## src/hdl/cfb_pkg.sv

```systemverilog
package cfb_pkg;

  localparam int BYTE_W        = 8;
  localparam int WORD_W        = 32;
  localparam int COUNT_W       = 3;
  localparam int WORD_FIELDS   = 4;
  localparam int MAX_WORDS_DEF = 4;
  localparam int QUEUE_DEPTH   = 2;
  localparam int CRC_W         = 16;

  localparam logic [BYTE_W-1:0] DEVICE_ADDRESS_RESET = 8'h80;
  localparam logic [CRC_W-1:0]  CRC_POLY             = 16'h1021;
  localparam logic [CRC_W-1:0]  CRC_INIT             = 16'h0000;

endpackage

```

## src/hdl/cfb_in_if.sv

```systemverilog
interface cfb_in_if;
  logic               valid;
  logic               ready;
  logic [7:0]         command_code;
  logic [2:0]         word_count;
  logic signed [31:0] word0;
  logic signed [31:0] word1;
  logic signed [31:0] word2;
  logic signed [31:0] word3;

  modport source (
    output valid, command_code, word_count, word0, word1, word2, word3,
    input  ready
  );
  modport sink (
    input  valid, command_code, word_count, word0, word1, word2, word3,
    output ready
  );
endinterface

```

## src/hdl/cfb_out_if.sv

```systemverilog
interface cfb_out_if;
  logic       valid;
  logic       ready;
  logic [7:0] out_byte;
  logic       last_byte;

  modport source (
    output valid, out_byte, last_byte,
    input  ready
  );
  modport sink (
    input  valid, out_byte, last_byte,
    output ready
  );
endinterface

```

## src/hdl/crc16_command_frame_builder.sv

```systemverilog
// Command frame builder. Each input transaction becomes one frame, sent one byte per
// output transaction: the device address byte, the command byte, word_count payload
// words of 32 bits sent most significant byte first (word0 first), and a CRC-16 over
// all of those bytes (polynomial 0x1021, initial value zero, MSB first, no final xor),
// high byte first. last_byte marks the low CRC byte. A word_count above MAX_WORDS, or
// above the four word fields, is treated as the smaller of the two. A frame of n words
// is 4 + 4n bytes long, sent one byte per cycle while the output is not stalled, and
// a queued next frame follows straight after the last byte. From idle, a frame's first byte
// passes the queue, S_IDLE, S_ADDR and the output register. The byte sequencer sets that
// rate; the input side keeps accepting until its two-entry queue is full, so the source is
// stalled only while two frames wait behind the one on air. device_address (reset 0x80)
// must be written through cfg_we and cfg_wdata while idle; the block does not enforce it.
module crc16_command_frame_builder
  import cfb_pkg::*;
#(
  parameter int MAX_WORDS = MAX_WORDS_DEF
) (
  input  logic              clk,
  input  logic              rst_n,
  input  logic              cfg_we,
  input  logic [BYTE_W-1:0] cfg_wdata,
  cfb_in_if.sink            in_ch,
  cfb_out_if.source         out_ch
);

  // Only as many words as can ever be sent are held in the queue.
  localparam int STORED_WORDS = (MAX_WORDS < WORD_FIELDS) ? MAX_WORDS : WORD_FIELDS;
  localparam int ENTRY_W      = BYTE_W + COUNT_W + STORED_WORDS * WORD_W;

  logic               q_push;
  logic               q_pop;
  logic               q_full;
  logic               q_not_empty;
  logic [ENTRY_W-1:0] q_wdata;
  logic [ENTRY_W-1:0] q_rdata;
  logic [BYTE_W-1:0]  device_address;

  // Front end: takes input transactions, holds the address register and
  // clamps the word count.
  cfb_front #(
    .STORED_WORDS (STORED_WORDS),
    .ENTRY_W      (ENTRY_W)
  ) u_front (
    .clk            (clk),
    .rst_n          (rst_n),
    .cfg_we         (cfg_we),
    .cfg_wdata      (cfg_wdata),
    .in_ch          (in_ch),
    .q_full         (q_full),
    .q_push         (q_push),
    .q_data         (q_wdata),
    .device_address (device_address)
  );

  // Short queue of pending frames so that each side can stall on its own.
  cfb_queue #(
    .WIDTH (ENTRY_W),
    .DEPTH (QUEUE_DEPTH)
  ) u_queue (
    .clk       (clk),
    .rst_n     (rst_n),
    .push      (q_push),
    .push_data (q_wdata),
    .pop       (q_pop),
    .pop_data  (q_rdata),
    .full      (q_full),
    .not_empty (q_not_empty)
  );

  // Back end: byte sequencer with running CRC and a registered output stage.
  cfb_back #(
    .STORED_WORDS (STORED_WORDS),
    .ENTRY_W      (ENTRY_W)
  ) u_back (
    .clk            (clk),
    .rst_n          (rst_n),
    .device_address (device_address),
    .q_not_empty    (q_not_empty),
    .q_data         (q_rdata),
    .q_pop          (q_pop),
    .out_ch         (out_ch)
  );

endmodule

```

## src/hdl/cfb_queue.sv

```systemverilog
module cfb_queue #(
  parameter int WIDTH = 8,
  parameter int DEPTH = 2
) (
  input  logic             clk,
  input  logic             rst_n,
  input  logic             push,
  input  logic [WIDTH-1:0] push_data,
  input  logic             pop,
  output logic [WIDTH-1:0] pop_data,
  output logic             full,
  output logic             not_empty
);

  localparam int PTR_W = (DEPTH > 1) ? $clog2(DEPTH) : 1;
  localparam int CNT_W = $clog2(DEPTH + 1);
  localparam logic [PTR_W-1:0] LAST_PTR = PTR_W'(DEPTH - 1);
  localparam logic [CNT_W-1:0] FULL_CNT = CNT_W'(DEPTH);

  logic [WIDTH-1:0] mem_r [DEPTH];
  logic [PTR_W-1:0] wr_ptr_r, wr_ptr_nxt;
  logic [PTR_W-1:0] rd_ptr_r, rd_ptr_nxt;
  logic [CNT_W-1:0] count_r, count_nxt;
  logic             do_push, do_pop;

  assign full      = (count_r == FULL_CNT);
  assign not_empty = (count_r != '0);
  assign do_push   = push && !full;
  assign do_pop    = pop && not_empty;
  assign pop_data  = mem_r[rd_ptr_r];

  always_comb begin
    wr_ptr_nxt = wr_ptr_r;
    rd_ptr_nxt = rd_ptr_r;
    count_nxt  = count_r;
    if (do_push) begin
      wr_ptr_nxt = (wr_ptr_r == LAST_PTR) ? '0 : wr_ptr_r + 1'b1;
    end
    if (do_pop) begin
      rd_ptr_nxt = (rd_ptr_r == LAST_PTR) ? '0 : rd_ptr_r + 1'b1;
    end
    if (do_push && !do_pop) begin
      count_nxt = count_r + 1'b1;
    end else if (do_pop && !do_push) begin
      count_nxt = count_r - 1'b1;
    end
  end

  always_ff @(posedge clk) begin
    if (!rst_n) begin
      wr_ptr_r <= '0;
      rd_ptr_r <= '0;
      count_r  <= '0;
    end else begin
      wr_ptr_r <= wr_ptr_nxt;
      rd_ptr_r <= rd_ptr_nxt;
      count_r  <= count_nxt;
    end
  end

  always_ff @(posedge clk) begin
    if (do_push) begin
      mem_r[wr_ptr_r] <= push_data;
    end
  end

endmodule

```

## src/hdl/cfb_front.sv

```systemverilog
module cfb_front
  import cfb_pkg::*;
#(
  parameter int STORED_WORDS = MAX_WORDS_DEF,
  parameter int ENTRY_W      = BYTE_W + COUNT_W + STORED_WORDS * WORD_W
) (
  input  logic               clk,
  input  logic               rst_n,
  input  logic               cfg_we,
  input  logic [BYTE_W-1:0]  cfg_wdata,
  cfb_in_if.sink             in_ch,
  input  logic               q_full,
  output logic               q_push,
  output logic [ENTRY_W-1:0] q_data,
  output logic [BYTE_W-1:0]  device_address
);

  localparam int PAY_W = STORED_WORDS * WORD_W;
  localparam logic [COUNT_W-1:0] WORD_CAP = COUNT_W'(STORED_WORDS);

  logic [BYTE_W-1:0]             device_address_r;
  logic [COUNT_W-1:0]            words_clamped;
  logic [WORD_FIELDS*WORD_W-1:0] all_words;

  assign in_ch.ready    = !q_full;
  assign q_push         = in_ch.valid && !q_full;
  assign device_address = device_address_r;

  // Counts above the stored word budget saturate to it.
  assign words_clamped = (in_ch.word_count > WORD_CAP) ? WORD_CAP : in_ch.word_count;

  // word0 sits at the top so that the back end can shift bytes out from the MSB.
  assign all_words = {in_ch.word0, in_ch.word1, in_ch.word2, in_ch.word3};
  assign q_data    = {in_ch.command_code, words_clamped,
                      all_words[WORD_FIELDS*WORD_W-1 -: PAY_W]};

  always_ff @(posedge clk) begin
    if (!rst_n) begin
      device_address_r <= DEVICE_ADDRESS_RESET;
    end else if (cfg_we) begin
      device_address_r <= cfg_wdata;
    end
  end

endmodule

```

## src/hdl/cfb_back.sv

```systemverilog
module cfb_back
  import cfb_pkg::*;
#(
  parameter int STORED_WORDS = MAX_WORDS_DEF,
  parameter int ENTRY_W      = BYTE_W + COUNT_W + STORED_WORDS * WORD_W
) (
  input  logic               clk,
  input  logic               rst_n,
  input  logic [BYTE_W-1:0]  device_address,
  input  logic               q_not_empty,
  input  logic [ENTRY_W-1:0] q_data,
  output logic               q_pop,
  cfb_out_if.source          out_ch
);

  localparam int PAY_W  = STORED_WORDS * WORD_W;
  localparam int LEFT_W = $clog2(4 * STORED_WORDS + 1);

  typedef enum logic [2:0] {
    S_IDLE,
    S_ADDR,
    S_CMD,
    S_DATA,
    S_CRC_HI,
    S_CRC_LO
  } state_t;

  function automatic logic [CRC_W-1:0] crc_add_byte(input logic [CRC_W-1:0] crc,
                                                    input logic [BYTE_W-1:0] b);
    logic [CRC_W-1:0] c;
    c = crc ^ {b, 8'h00};
    for (int i = 0; i < 8; i++) begin
      c = c[CRC_W-1] ? ((c << 1) ^ CRC_POLY) : (c << 1);
    end
    return c;
  endfunction

  state_t             state_r, state_nxt;
  logic [BYTE_W-1:0]  cmd_r, cmd_nxt;
  logic [PAY_W-1:0]   pay_r, pay_nxt;
  logic [LEFT_W-1:0]  left_r, left_nxt;
  logic [CRC_W-1:0]   crc_r, crc_nxt;
  logic               out_valid_r, out_valid_nxt;
  logic [BYTE_W-1:0]  out_byte_r, out_byte_nxt;
  logic               last_r, last_nxt;
  logic               can_emit;
  logic               load;
  logic [BYTE_W-1:0]  emit_byte;
  logic [BYTE_W-1:0]  q_cmd;
  logic [COUNT_W-1:0] q_words;
  logic [PAY_W-1:0]   q_pay;

  assign {q_cmd, q_words, q_pay} = q_data;
  assign can_emit = !out_valid_r || out_ch.ready;

  assign out_ch.valid     = out_valid_r;
  assign out_ch.out_byte  = out_byte_r;
  assign out_ch.last_byte = last_r;

  always_comb begin
    state_nxt     = state_r;
    cmd_nxt       = cmd_r;
    pay_nxt       = pay_r;
    left_nxt      = left_r;
    crc_nxt       = crc_r;
    out_valid_nxt = out_valid_r;
    out_byte_nxt  = out_byte_r;
    last_nxt      = last_r;
    load          = 1'b0;
    emit_byte     = device_address;

    if (can_emit) begin
      out_valid_nxt = 1'b0;
    end

    case (state_r)
      S_IDLE: begin
        load = q_not_empty;
      end
      S_ADDR: begin
        emit_byte = device_address;
        if (can_emit) begin
          state_nxt = S_CMD;
        end
      end
      S_CMD: begin
        emit_byte = cmd_r;
        if (can_emit) begin
          state_nxt = (left_r == '0) ? S_CRC_HI : S_DATA;
        end
      end
      S_DATA: begin
        emit_byte = pay_r[PAY_W-1 -: BYTE_W];
        if (can_emit) begin
          pay_nxt  = pay_r << BYTE_W;
          left_nxt = left_r - 1'b1;
          if (left_r == LEFT_W'(1)) begin
            state_nxt = S_CRC_HI;
          end
        end
      end
      S_CRC_HI: begin
        emit_byte = crc_r[CRC_W-1 -: BYTE_W];
        if (can_emit) begin
          state_nxt = S_CRC_LO;
        end
      end
      S_CRC_LO: begin
        emit_byte = crc_r[BYTE_W-1:0];
        if (can_emit) begin
          state_nxt = S_IDLE;
          load      = q_not_empty;
        end
      end
      default: begin
        state_nxt = S_IDLE;
      end
    endcase

    if (can_emit && state_r != S_IDLE) begin
      out_valid_nxt = 1'b1;
      out_byte_nxt  = emit_byte;
      last_nxt      = (state_r == S_CRC_LO);
      if (state_r != S_CRC_HI && state_r != S_CRC_LO) begin
        crc_nxt = crc_add_byte(crc_r, emit_byte);
      end
    end

    if (load) begin
      state_nxt = S_ADDR;
      cmd_nxt   = q_cmd;
      pay_nxt   = q_pay;
      left_nxt  = LEFT_W'({q_words, 2'b00});
      crc_nxt   = CRC_INIT;
    end
  end

  assign q_pop = load;

  always_ff @(posedge clk) begin
    if (!rst_n) begin
      state_r     <= S_IDLE;
      out_valid_r <= 1'b0;
    end else begin
      state_r     <= state_nxt;
      out_valid_r <= out_valid_nxt;
    end
    cmd_r      <= cmd_nxt;
    pay_r      <= pay_nxt;
    left_r     <= left_nxt;
    crc_r      <= crc_nxt;
    out_byte_r <= out_byte_nxt;
    last_r     <= last_nxt;
  end

endmodule

```

## src/flat_wrapper.sv

```systemverilog
// flat-port wrapper written by rule: the top's interface ports become plain ports
module crc16_command_frame_builder_flat import cfb_pkg::*;
#(
  parameter int MAX_WORDS = MAX_WORDS_DEF
)
  (clk, rst_n, cfg_we, cfg_wdata, in_ch_valid, in_ch_command_code, in_ch_word_count, in_ch_word0, in_ch_word1, in_ch_word2, in_ch_word3, in_ch_ready, out_ch_valid, out_ch_out_byte, out_ch_last_byte, out_ch_ready);
  cfb_in_if in_ch_i ();
  cfb_out_if out_ch_i ();
  input  logic clk;
  input  logic rst_n;
  input  logic cfg_we;
  input  logic [BYTE_W-1:0] cfg_wdata;
  input wire logic [$bits(in_ch_i.valid)-1:0] in_ch_valid;
  input wire logic [$bits(in_ch_i.command_code)-1:0] in_ch_command_code;
  input wire logic [$bits(in_ch_i.word_count)-1:0] in_ch_word_count;
  input wire logic [$bits(in_ch_i.word0)-1:0] in_ch_word0;
  input wire logic [$bits(in_ch_i.word1)-1:0] in_ch_word1;
  input wire logic [$bits(in_ch_i.word2)-1:0] in_ch_word2;
  input wire logic [$bits(in_ch_i.word3)-1:0] in_ch_word3;
  output wire logic [$bits(in_ch_i.ready)-1:0] in_ch_ready;
  output wire logic [$bits(out_ch_i.valid)-1:0] out_ch_valid;
  output wire logic [$bits(out_ch_i.out_byte)-1:0] out_ch_out_byte;
  output wire logic [$bits(out_ch_i.last_byte)-1:0] out_ch_last_byte;
  input wire logic [$bits(out_ch_i.ready)-1:0] out_ch_ready;
  assign in_ch_i.valid = in_ch_valid;
  assign in_ch_i.command_code = in_ch_command_code;
  assign in_ch_i.word_count = in_ch_word_count;
  assign in_ch_i.word0 = in_ch_word0;
  assign in_ch_i.word1 = in_ch_word1;
  assign in_ch_i.word2 = in_ch_word2;
  assign in_ch_i.word3 = in_ch_word3;
  assign in_ch_ready = in_ch_i.ready;
  assign out_ch_valid = out_ch_i.valid;
  assign out_ch_out_byte = out_ch_i.out_byte;
  assign out_ch_last_byte = out_ch_i.last_byte;
  assign out_ch_i.ready = out_ch_ready;
  crc16_command_frame_builder #(.MAX_WORDS(MAX_WORDS)) u_core (.clk(clk), .rst_n(rst_n), .cfg_we(cfg_we), .cfg_wdata(cfg_wdata), .in_ch(in_ch_i), .out_ch(out_ch_i));
endmodule
```

## config.mk

```make
export PLATFORM = sky130hd
export DESIGN_NAME = crc16_command_frame_builder_flat
export DESIGN_NICKNAME = d
export VERILOG_FILES = /design/src/hdl/cfb_pkg.sv /design/src/hdl/cfb_in_if.sv /design/src/hdl/cfb_out_if.sv /design/src/hdl/crc16_command_frame_builder.sv /design/src/hdl/cfb_queue.sv /design/src/hdl/cfb_front.sv /design/src/hdl/cfb_back.sv /design/src/flat_wrapper.sv
export SDC_FILE = /design/constraint.sdc
export NUM_CORES = 1
export LEC_CHECK = 0
export BUFFER_PORTS_ARGS = -buffer_cell sky130_fd_sc_hd__buf_2
export CAP_MARGIN = 15
export CORE_MARGIN = 2
export CORE_UTILIZATION = 45
export DETAILED_ROUTE_END_ITERATION = 7
export PLACE_DENSITY = 0.63
export SYNTH_ARGS = -nofsm -noshare
export SYNTH_HDL_FRONTEND = slang
export SYNTH_SLANG_ARGS = --single-unit
export TNS_END_PERCENT = 10
```

## constraint.sdc

```tcl
create_clock -name clk -period 7 [get_ports clk]
set_clock_uncertainty 0.2 [all_clocks]
set_input_delay 0.35 -clock clk [delete_from_list [all_inputs] [get_ports clk]]
set_output_delay 0.35 -clock clk [all_outputs]
set_load 0.1 [all_outputs]
```

Word level (Yosys, flattened, before mapping). Memory sizes are Yosys's and may differ from the RTL's. A register that Yosys moved wholly into a read port is not among the register bits. Index checks and enable logic that the tools add are counted.

Bits in registers: 182. Bits in latches: 0. Memory bits (writable): 278. ROM bits: 0. Bits of input ports: 152. Output and inout port bits: 11. Word-level logic and storage cells: 117. Memories: 1.

Add/subtract/negate cells: 5. $mul: 0. Div/mod/pow operators: 0. Magnitude comparators: 1. Equality and inequality tests: 22. Shift operators: 0. Muxes and demuxes: 37. Bitwise gates (word level): 11. Reduce and logical (&&, ||, !) cells: 26.

Memory list: u_core.u_queue.mem_r (depth 2, width 139, rd ports 1, clocked after Yosys merged registers in 1, wr ports 1, RTL line cfb_queue.sv:20) `logic [WIDTH-1:0] mem_r [DEPTH];`.

Operators by type and width (count): $mux 128 (3); $mux 13 (8); $pmux 8 s4 (1); $mux 3 (8); $not 3->3 (8); $ne 3x2->1 const B (6); $pmux 3 s6 (1); $xor 16x16->16 (1); $mux 5 (3); $reduce_and 7->1 (2); $ne 2x2->1 const B (6); $mux 1 (10); $reduce_bool 2->1 (5); $logic_and 1x1->1 (7); $eq 3x2->1 const B (2); $eq 3x3->1 const B (2); $ne 3x3->1 const B (2); $reduce_and 2->1 (3); $eq 5x1->1 const B (1); $logic_not 5->1 (1); $sub 5x1->5 const B (1); $logic_not 1->1 (4); $mux 2 (2); $eq 3x1->1 const B (1); other kinds (12) (14).

Depth between registers and ports, before layout. Gate-level depths: netlist of run 1.

Word-level depth: 19. Mapped depth: 12. Depth with buffers taken out: 8.

Modules after synthesis. From an unflattened synthesis of run 1, not the netlist that was laid out.

Cells, all modules: 1410. Area total of the unflattened synthesis: 19548.7 sq um.

Modules (own cells, without submodules): cfb_queue (instances 1, cells an instance 457, area each 10298.6 sq um, sequential area each 8448.1 sq um); cfb_back (instances 1, cells an instance 787, area each 7903.8 sq um, sequential area each 4884.7 sq um); cfb_front (instances 1, cells an instance 166, area each 1346.3 sq um, sequential area each 160.2 sq um).

Least setup slack after synthesis of run 1. No wires, ideal clock.

Path type: reg2reg. From: register u_core.u_queue.count_r[0]. To: memory u_core.u_queue.mem_r[0][0] (netlist name) (enable). Library setup time: 0.640 ns. Arrival: 7.253 ns. Data required time: 6.160 ns. Setup slack: -1.093 ns. Stages on the path, launching flop included: 4. Buffers on the path: 0. Clock period less this slack: 8.093 ns. Cell sequence: dfxtp_1 nand2b_1 nand2_1 nor2_1.

Cells in the longest elaborated chain, start to end: 6.

Ends and longest elaborated chain: start: declaration (RTL line cfb_queue.sv:23) `logic [CNT_W-1:0] count_r, count_nxt;`; start signal: assignment (RTL line cfb_queue.sv:57) `count_r <= count_nxt;`; $eq 2x2->1 * (RTL line cfb_queue.sv:26) `assign full = (count_r == FULL_CNT);`; $logic_not 1->1 *; named net in_ch_ready (RTL line flat_wrapper.sv:20) `output wire logic [$bits(in_ch_i.ready)-1:0] in_ch_ready;`; $logic_and 1x1->1 (RTL line cfb_front.sv:26) `assign q_push = in_ch.valid && !q_full;`; $logic_and 1x1->1 * (RTL line cfb_queue.sv:28) `assign do_push = push && !full;`; $mux 1 * (RTL line cfb_queue.sv:62) `if (do_push) begin`; $mux 1 (implied by the code) * (RTL line cfb_queue.sv:63) `mem_r[wr_ptr_r] <= push_data;`; end: declaration (RTL line cfb_queue.sv:20).

Mark *: on every way through the listed nets, which the timed path passes. The rest lies on a longest branch.

Worst setup path after layout of run 1.
From: register u_core.u_back.state_r[0]. To: register u_core.u_queue.rd_ptr_r.

Cells in the longest elaborated chain, start to end: 3. Elaborated cells between the ends (all ways): 4. Classes of those cells: eq/ne: 1; mux: 1; reduce/logical: 2.

Ends and longest elaborated chain: start: declaration (RTL line cfb_back.sv:38) `state_t state_r, state_nxt;`; start signal: assignment (RTL line cfb_back.sv:145) `state_r <= state_nxt;`; $eq 3x3->1 / $logic_not 3->1 (equally long branches) (RTL line cfb_back.sv:76) `case (state_r)`; $pmux 1 s2 * (RTL line cfb_back.sv:76); $logic_and 1x1->1 * (RTL line cfb_queue.sv:29) `assign do_pop = pop && not_empty;`; end signal: assignment (RTL line cfb_queue.sv:56) `rd_ptr_r <= rd_ptr_nxt;`; end: declaration (RTL line cfb_queue.sv:22) `logic [PTR_W-1:0] rd_ptr_r, rd_ptr_nxt;`.

Mark *: on every way between the ends. The rest lies on a longest branch, timed or not. A chain may end at the register's enable or synchronous reset.

==> impl_metrics.env, run 1 <==
export IMPL_status="finished clean"
export IMPL_synth_xor_area_share=0.0184
export IMPL_r2r_end="u_core.u_queue.rd_ptr_r$_SDFFE_PN0P_"
export IMPL_synth_most_common_cell="edfxtp_1"
export IMPL_p_per_area_mw_per_mm2=432
export IMPL_rsz0062_at_grt="false"
export IMPL_synth_compound_area_share=0.0570
export IMPL_stdcell_count=1991
export IMPL_cpMostUsedCell="nor2_1"
export IMPL_whs_ps=62.6
export IMPL_drive_above_1_share=0.170
export IMPL_r2r_slack_ps=2710
export IMPL_p_leak_nw=7.84
export IMPL_drc=0
export IMPL_clkLatencyLatePin_ps=570
export IMPL_worstHoldEndpoint="u_core.u_queue.wr_ptr_r$_SDFFE_PN0P_"
export IMPL_fin_crit_ps=4290
export IMPL_synthFlopType="edfxtp_1"
export IMPL_row_count=72
export IMPL_fin_total_pwr_mw=9.45
export IMPL_postSynthAreaPerCell_um2=15.7
export IMPL_dp_slack_ps=2730
export IMPL_critPathCaptureType="register"
export IMPL_cp_slowest_cell="buf_4"
export IMPL_crit_required_ps=7230
export IMPL_clock_sinks=461
export IMPL_ir_drop_mv=0.369
export IMPL_synth_fa_ha_area_frac=0.00213
export IMPL_worstHoldStart="in_ch_valid"
export IMPL_syn_nets=1277
export IMPL_muxShareOfSynthArea=0.0902
export IMPL_fin_ws_ps=2710
export IMPL_antenna_found_initial=0
export IMPL_cts_tree="built"
export IMPL_synth_common_cells="426 x edfxtp_1, 150 x mux2i_1, 139 x nand2_1"
export IMPL_cts_buffers=46
export IMPL_worstPathArrival_ps=4530
export IMPL_synth_seq_area_share=0.765
export IMPL_clock_path_buffers=3
export IMPL_startpoint="u_core.u_back.state_r[0]$_SDFFE_PN0P_"
export IMPL_path_delay_family="buffers and inverters"
export IMPL_tns_ps=0
export IMPL_fin_nets=1596
export IMPL_slew_viol_final=0
export IMPL_placed_cell_area_mm2=0.0189
export IMPL_grt_max_degree=115
export IMPL_io_pins=163
export IMPL_grt_total_usage=0.171
export IMPL_maxCapViolations=0
export IMPL_setup_viol_count_final=0
export IMPL_synthArstFlopShare=0
export IMPL_drtPass1Iterations=5
export IMPL_path_clk_slew_ps=60
export IMPL_hold_class="input pin to register"
export IMPL_worst_pin_slew_ps=1090
export IMPL_worstSetupPathType="register to register"
export IMPL_post_route_util=0.566
export IMPL_crit_chain="buf_4 -> inv_1 -> nor2_1 -> nor2_1 -> nand2_4 -> buf_4 -> inv_1 -> xnor2_1 -> nor2_1"
export IMPL_cp_depth=9
export IMPL_whs_path_depth=4
export IMPL_synth_edf_count=426
export IMPL_synthTopCellsByArea="edfxtp_1 73%, mux2i_1 8.5%, dfxtp_1 4.0%"
export IMPL_place_inst=1754
export IMPL_syn_area_mm2=0.0176
export IMPL_slew_headroom=0.270
export IMPL_die_x_um=202
export IMPL_dp_hpwl_um=20100
export IMPL_r2r_start="u_core.u_back.state_r[0]$_SDFFE_PN0P_"
export IMPL_timing_final_crit_share=0.614
export IMPL_gr_total_overflow=0
export IMPL_synth_seq_cells=461
export IMPL_slowest_delay_ps=870
export IMPL_reg2reg_depth=9
export IMPL_fmax_ghz=0.233
export IMPL_dr_first_iter_drc_count=580
export IMPL_antenna_left=0
export IMPL_cts_max_level=2
export IMPL_syn_to_final_growth_pct=24.1
export IMPL_routedWlPerCell_um=17.5
export IMPL_grt_pass1_wl_um=54200
export IMPL_synth_warnings=0
export IMPL_syn_inst=1122
export IMPL_finalHoldViolCount=0
export IMPL_path_buf_inv=4
export IMPL_vias=9910
export IMPL_final_cell_area_mm2=0.0219
export IMPL_die_height_um=202
export IMPL_cts_root_buffer="clkbuf_16"
export IMPL_yosys_area_share_simple=0.0494
export IMPL_start_kind="register"
export IMPL_crit_path_max_fanout=114
export IMPL_synth_top_area_frac=0.725
export IMPL_synth_cell_types=45
export IMPL_synth_top_area_cell="edfxtp_1"
export IMPL_synth_top_family_by_area="multiplexers"
export IMPL_via_per_inst=4.98
export IMPL_dieArea_mm2=0.0408
export IMPL_start_util=0.456
export IMPL_num_antenna_cells=0
export IMPL_grt_pass1_vias=10200
export IMPL_core_region_area_mm2=0.0386
export IMPL_io_buffers=162
export IMPL_drt_total_wl_um=34800
export IMPL_place_congestion=0.770
==> worst reg2reg max path: cells and delay by family, from the launching register on <==
kind	cells	cell delay, ps
simple gates	4	790
flops	1	700
buf+inv	4	2090
xor+xnor	1	380
==> sequential cells by signal, indices dropped and copies added (netlist names), 2 cells and up, named ones only <==
name / count
u_core.u_back.out_ch.out_byte: 8
u_core.u_back.pay_r: 128
u_core.u_back.left_r: 5
u_core.u_queue.mem_r: 278
u_core.u_front.device_address: 8
u_core.u_back.cmd_r: 8
u_core.u_queue.count_r: 2
u_core.u_back.crc_r: 16
u_core.u_back.state_r: 3
==> repair_timing <==
item,in CTS,in global routing
endpoints found under the setup margin,0,0
setup buffers,0,0
hold buffers,156,0
hold endpoints to repair,287,0
resized for setup,0,0
==> where the power goes <==
group | internal, mW | leakage (nW) | switching, mW
combinational | 0.866 | 2.88 | 1.78
clock | 1.31 | 0.662 | 0.965
sequential | 4.21 | 4.29 | 0.313
total | 6.39 | 7.84 | 3.06
==> worst max-delay path by stage <==
stage	endpoint	slack (ps)
6_report	u_core.u_queue.rd_ptr_r$_SDFFE_PN0P_	2710
5_1_grt	u_core.u_queue.rd_ptr_r$_SDFFE_PN0P_	2160
4_1_cts	u_core.u_queue.rd_ptr_r$_SDFFE_PN0P_	2710
2_1_floorplan	u_core.u_queue.mem_r[0][0]$_DFFE_PP_	1250
3_3_place_gp	u_core.u_queue.rd_ptr_r$_SDFFE_PN0P_	2810
3_5_place_dp	u_core.u_queue.rd_ptr_r$_SDFFE_PN0P_	2730
==> cell families (layout without fill, tap and decap cells) <==
family | count (synthesis) | after routing
flip-flops | 461 | 461
AND/OR/NAND/NOR | 219 | 219
AO/OA/AOI/OAI | 180 | 180
multiplexers | 158 | 158
buffers and inverters | 71 | 422
XOR/XNOR | 30 | 30
adder cells (fa/ha/maj) | 3 | 3
==> cell usage in the layout, fill, tap and decap left out, drive strengths merged, types with 2 or more instances in the layout <==
cell         count
a211o            2
a211oi           9
a21oi           11
a31oi            3
buf            174
bufinv           2
clkbuf          66
clkinv          11
dfxtp           35
dlygate4sd3    156
edfxtp         426
ha               3
inv             13
mux2             8
mux2i          150
nand2          139
nand2b           6
nand3            8
nor2            54
nor2b            4
nor3             5
o211ai           3
o21ai          139
o22ai            5
xnor2           20
xor2             8
xor3             2
==> metal layers <==
metal  share of wire  global-route usage  vias to the layer above
li1                -                   -                     4822
met1            0.43               0.218                     4806
met2            0.50               0.294                      228
met3           0.046              0.0350                       54
met4           0.025              0.0541                        0
met5               0                   0                        -
==> cell type report <==
class / instances / area (µm²)
clock buffer: 66 / 1260
clock inverter: 14 / 113
fill: 3037 / 16800
inverter: 12 / 45.0
multi-input combinational: 590 / 3860
sequential: 461 / 13500
tap: 518 / 648
timing repair buffer: 330 / 2460
No activity file was read; power rests on OpenSTA's default activity.
==> run 2, diff against run 1 <==
==> constraint.sdc (replaced) <==
create_clock -name clk -period 3.7 [get_ports clk]
set_clock_uncertainty 0.2 [all_clocks]
set_input_delay 0.185 -clock clk [delete_from_list [all_inputs] [get_ports clk]]
set_output_delay 0.185 -clock clk [all_outputs]
set_load 0.1 [all_outputs]
==> impl_metrics.env, run 2 (synthesis results as in run 1) <==
export IMPL_cp_slowest_cell="dfxtp_1"
export IMPL_fmax_ghz=0.359
export IMPL_crit_required_ps=3920
export IMPL_clkLatencyLatePin_ps=550
export IMPL_crit_path_max_fanout=20
export IMPL_startpoint="u_core.u_back.state_r[0]$_SDFFE_PN0P_"
export IMPL_antenna_found_initial=1
export IMPL_path_clk_slew_ps=60
export IMPL_p_leak_nw=7.95
export IMPL_largest_reg_flops=278
export IMPL_antenna_left=0
export IMPL_cts_root_buffer="clkbuf_16"
export IMPL_gr_total_overflow=0
export IMPL_fin_crit_ps=2790
export IMPL_clock_sinks=461
export IMPL_via_per_inst=4.99
export IMPL_final_cell_mix="426 x edfxtp_1, 162 x buf_2, 157 x dlygate4sd3_1"
export IMPL_reg_top3="u_core.u_queue.mem_r x278, u_core.u_back.pay_r x128, u_core.u_back.crc_r x16"
export IMPL_p_per_area_mw_per_mm2=821
export IMPL_setup_viol_count_final=0
export IMPL_clock_path_buffers=3
export IMPL_finalHoldViolCount=0
export IMPL_routedWlPerCell_um=17.2
export IMPL_r2r_slack_ps=910
export IMPL_grt_total_usage=0.171
export IMPL_r2r_end="u_core.u_queue.rd_ptr_r$_SDFFE_PN0P_"
export IMPL_start_util=0.456
export IMPL_largest_register="u_core.u_queue.mem_r"
export IMPL_reg2reg_depth=6
export IMPL_ir_drop_mv=0.590
export IMPL_drc=0
export IMPL_cp_depth=6
export IMPL_slowest_delay_ps=740
export IMPL_grt_max_degree=120
export IMPL_cts_buffers=48
export IMPL_cts_max_level=2
export IMPL_drt_total_wl_um=34500
export IMPL_critPathCaptureType="register"
export IMPL_worstSetupPathType="register to register"
export IMPL_post_route_util=0.573
export IMPL_vias=9995
export IMPL_dr_first_iter_drc_count=557
export IMPL_crit_chain="nand2_1 -> a21oi_1 -> nand2_4 -> inv_1 -> xnor2_1 -> nor2_1"
export IMPL_start_kind="register"
export IMPL_rsz0062_at_grt="false"
export IMPL_die_x_um=202
export IMPL_worst_pin_slew_ps=927
export IMPL_dieArea_mm2=0.0408
export IMPL_drtPass1Iterations=5
export IMPL_place_congestion=0.801
export IMPL_hold_class="input pin to register"
export IMPL_die_height_um=202
export IMPL_slew_headroom=0.380
export IMPL_final_common_cell="edfxtp_1"
export IMPL_post_cts_buffers=0
export IMPL_io_buffers=162
export IMPL_slew_viol_final=0
export IMPL_worstPathArrival_ps=3010
export IMPL_cts_resized=0
export IMPL_ctsHoldBuffers=157
export IMPL_grt_pass1_vias=10400
export IMPL_cts_tree="built"
export IMPL_syn_to_final_growth_pct=25.6
export IMPL_timing_final_crit_share=0.753
export IMPL_core_region_area_mm2=0.0386
export IMPL_fin_nets=1605
export IMPL_drive_above_1_share=0.178
export IMPL_io_pins=163
export IMPL_path_delay_family="flip-flops"
export IMPL_status="finished clean"
export IMPL_tns_ps=0
export IMPL_grt_pass1_wl_um=54800
export IMPL_dp_hpwl_um=20400
export IMPL_r2r_start="u_core.u_back.state_r[0]$_SDFFE_PN0P_"
export IMPL_endpoint="u_core.u_queue.rd_ptr_r$_SDFFE_PN0P_"
export IMPL_row_count=72
export IMPL_path_buf_inv=1
export IMPL_maxCapViolations=0
[run 2: layer usage]
layer  up-vias  track usage  wire length, µm
met5         -            0                0
met1      4897        0.216            14600
met3        63       0.0263             1290
met2       200        0.300            17800
li1       4835            -                -
met4         0       0.0575              801
[run 2: worst register-to-register path: cells and delay by family, from the launching register on]
| kind | cells | cell delay [ps] |
|---|---|---|
| AOI/OAI and AO/OA | 1 | 370 |
| xor gates and xnor gates | 1 | 230 |
| buffers and inverters | 1 | 610 |
| DFF | 1 | 740 |
| and+or+nand+nor | 3 | 510 |
[run 2: how the worst min path moves through the flow]
stage / from / end / depth (start not counted)
3_3_place_gp: rst_n / u_core.u_front.device_address[7]$_SDFFE_PN1P_ / 2
2_1_floorplan: rst_n / u_core.u_front.device_address[7]$_SDFFE_PN1P_ / 1
4_1_cts: in_ch_word3[12] / u_core.u_queue.mem_r[0][12]$_DFFE_PP_ / 2
5_1_grt: in_ch_command_code[2] / u_core.u_queue.mem_r[0][133]$_DFFE_PP_ / 2
6_report: in_ch_word3[22] / u_core.u_queue.mem_r[0][22]$_DFFE_PP_ / 2
3_5_place_dp: rst_n / u_core.u_front.device_address[7]$_SDFFE_PN1P_ / 2
[run 2: where the power goes]
part           total, mW  internal, mW  leakage (nW)  switching (mW)
registers           8.53          7.94          4.29           0.592
logic               5.16          1.78          2.96            3.38
clock network       4.50          2.62         0.703            1.88
[run 2: cell type report]
| cell class | instances | area, µm² |
|---|---|---|
| Fill cell | 3026 | 16500 |
| Sequential cell | 461 | 13500 |
| Multi-Input combinational cell | 590 | 3870 |
| Timing Repair Buffer | 337 | 2630 |
| Clock buffer | 61 | 1270 |
| Tap cell | 518 | 648 |
| Clock inverter | 24 | 188 |
| Inverter | 12 | 45.0 |
| Antenna cell | 1 | 2.50 |
[run 2: per-stage QoR]
stage          area [µm²]  cells  hold WS [ps]  worst slack (ps)  total power [mW]
6_report            22200   2004           144               913              18.2
3_5_place_dp        19100   1761           164               908              13.7
4_1_cts             22200   2003           110               880              18.4
2_1_floorplan       17700   1122          46.9              73.2              12.3
3_3_place_gp        19100   1761           161              1000              13.6
5_1_grt             22200   2004           132               605              19.3
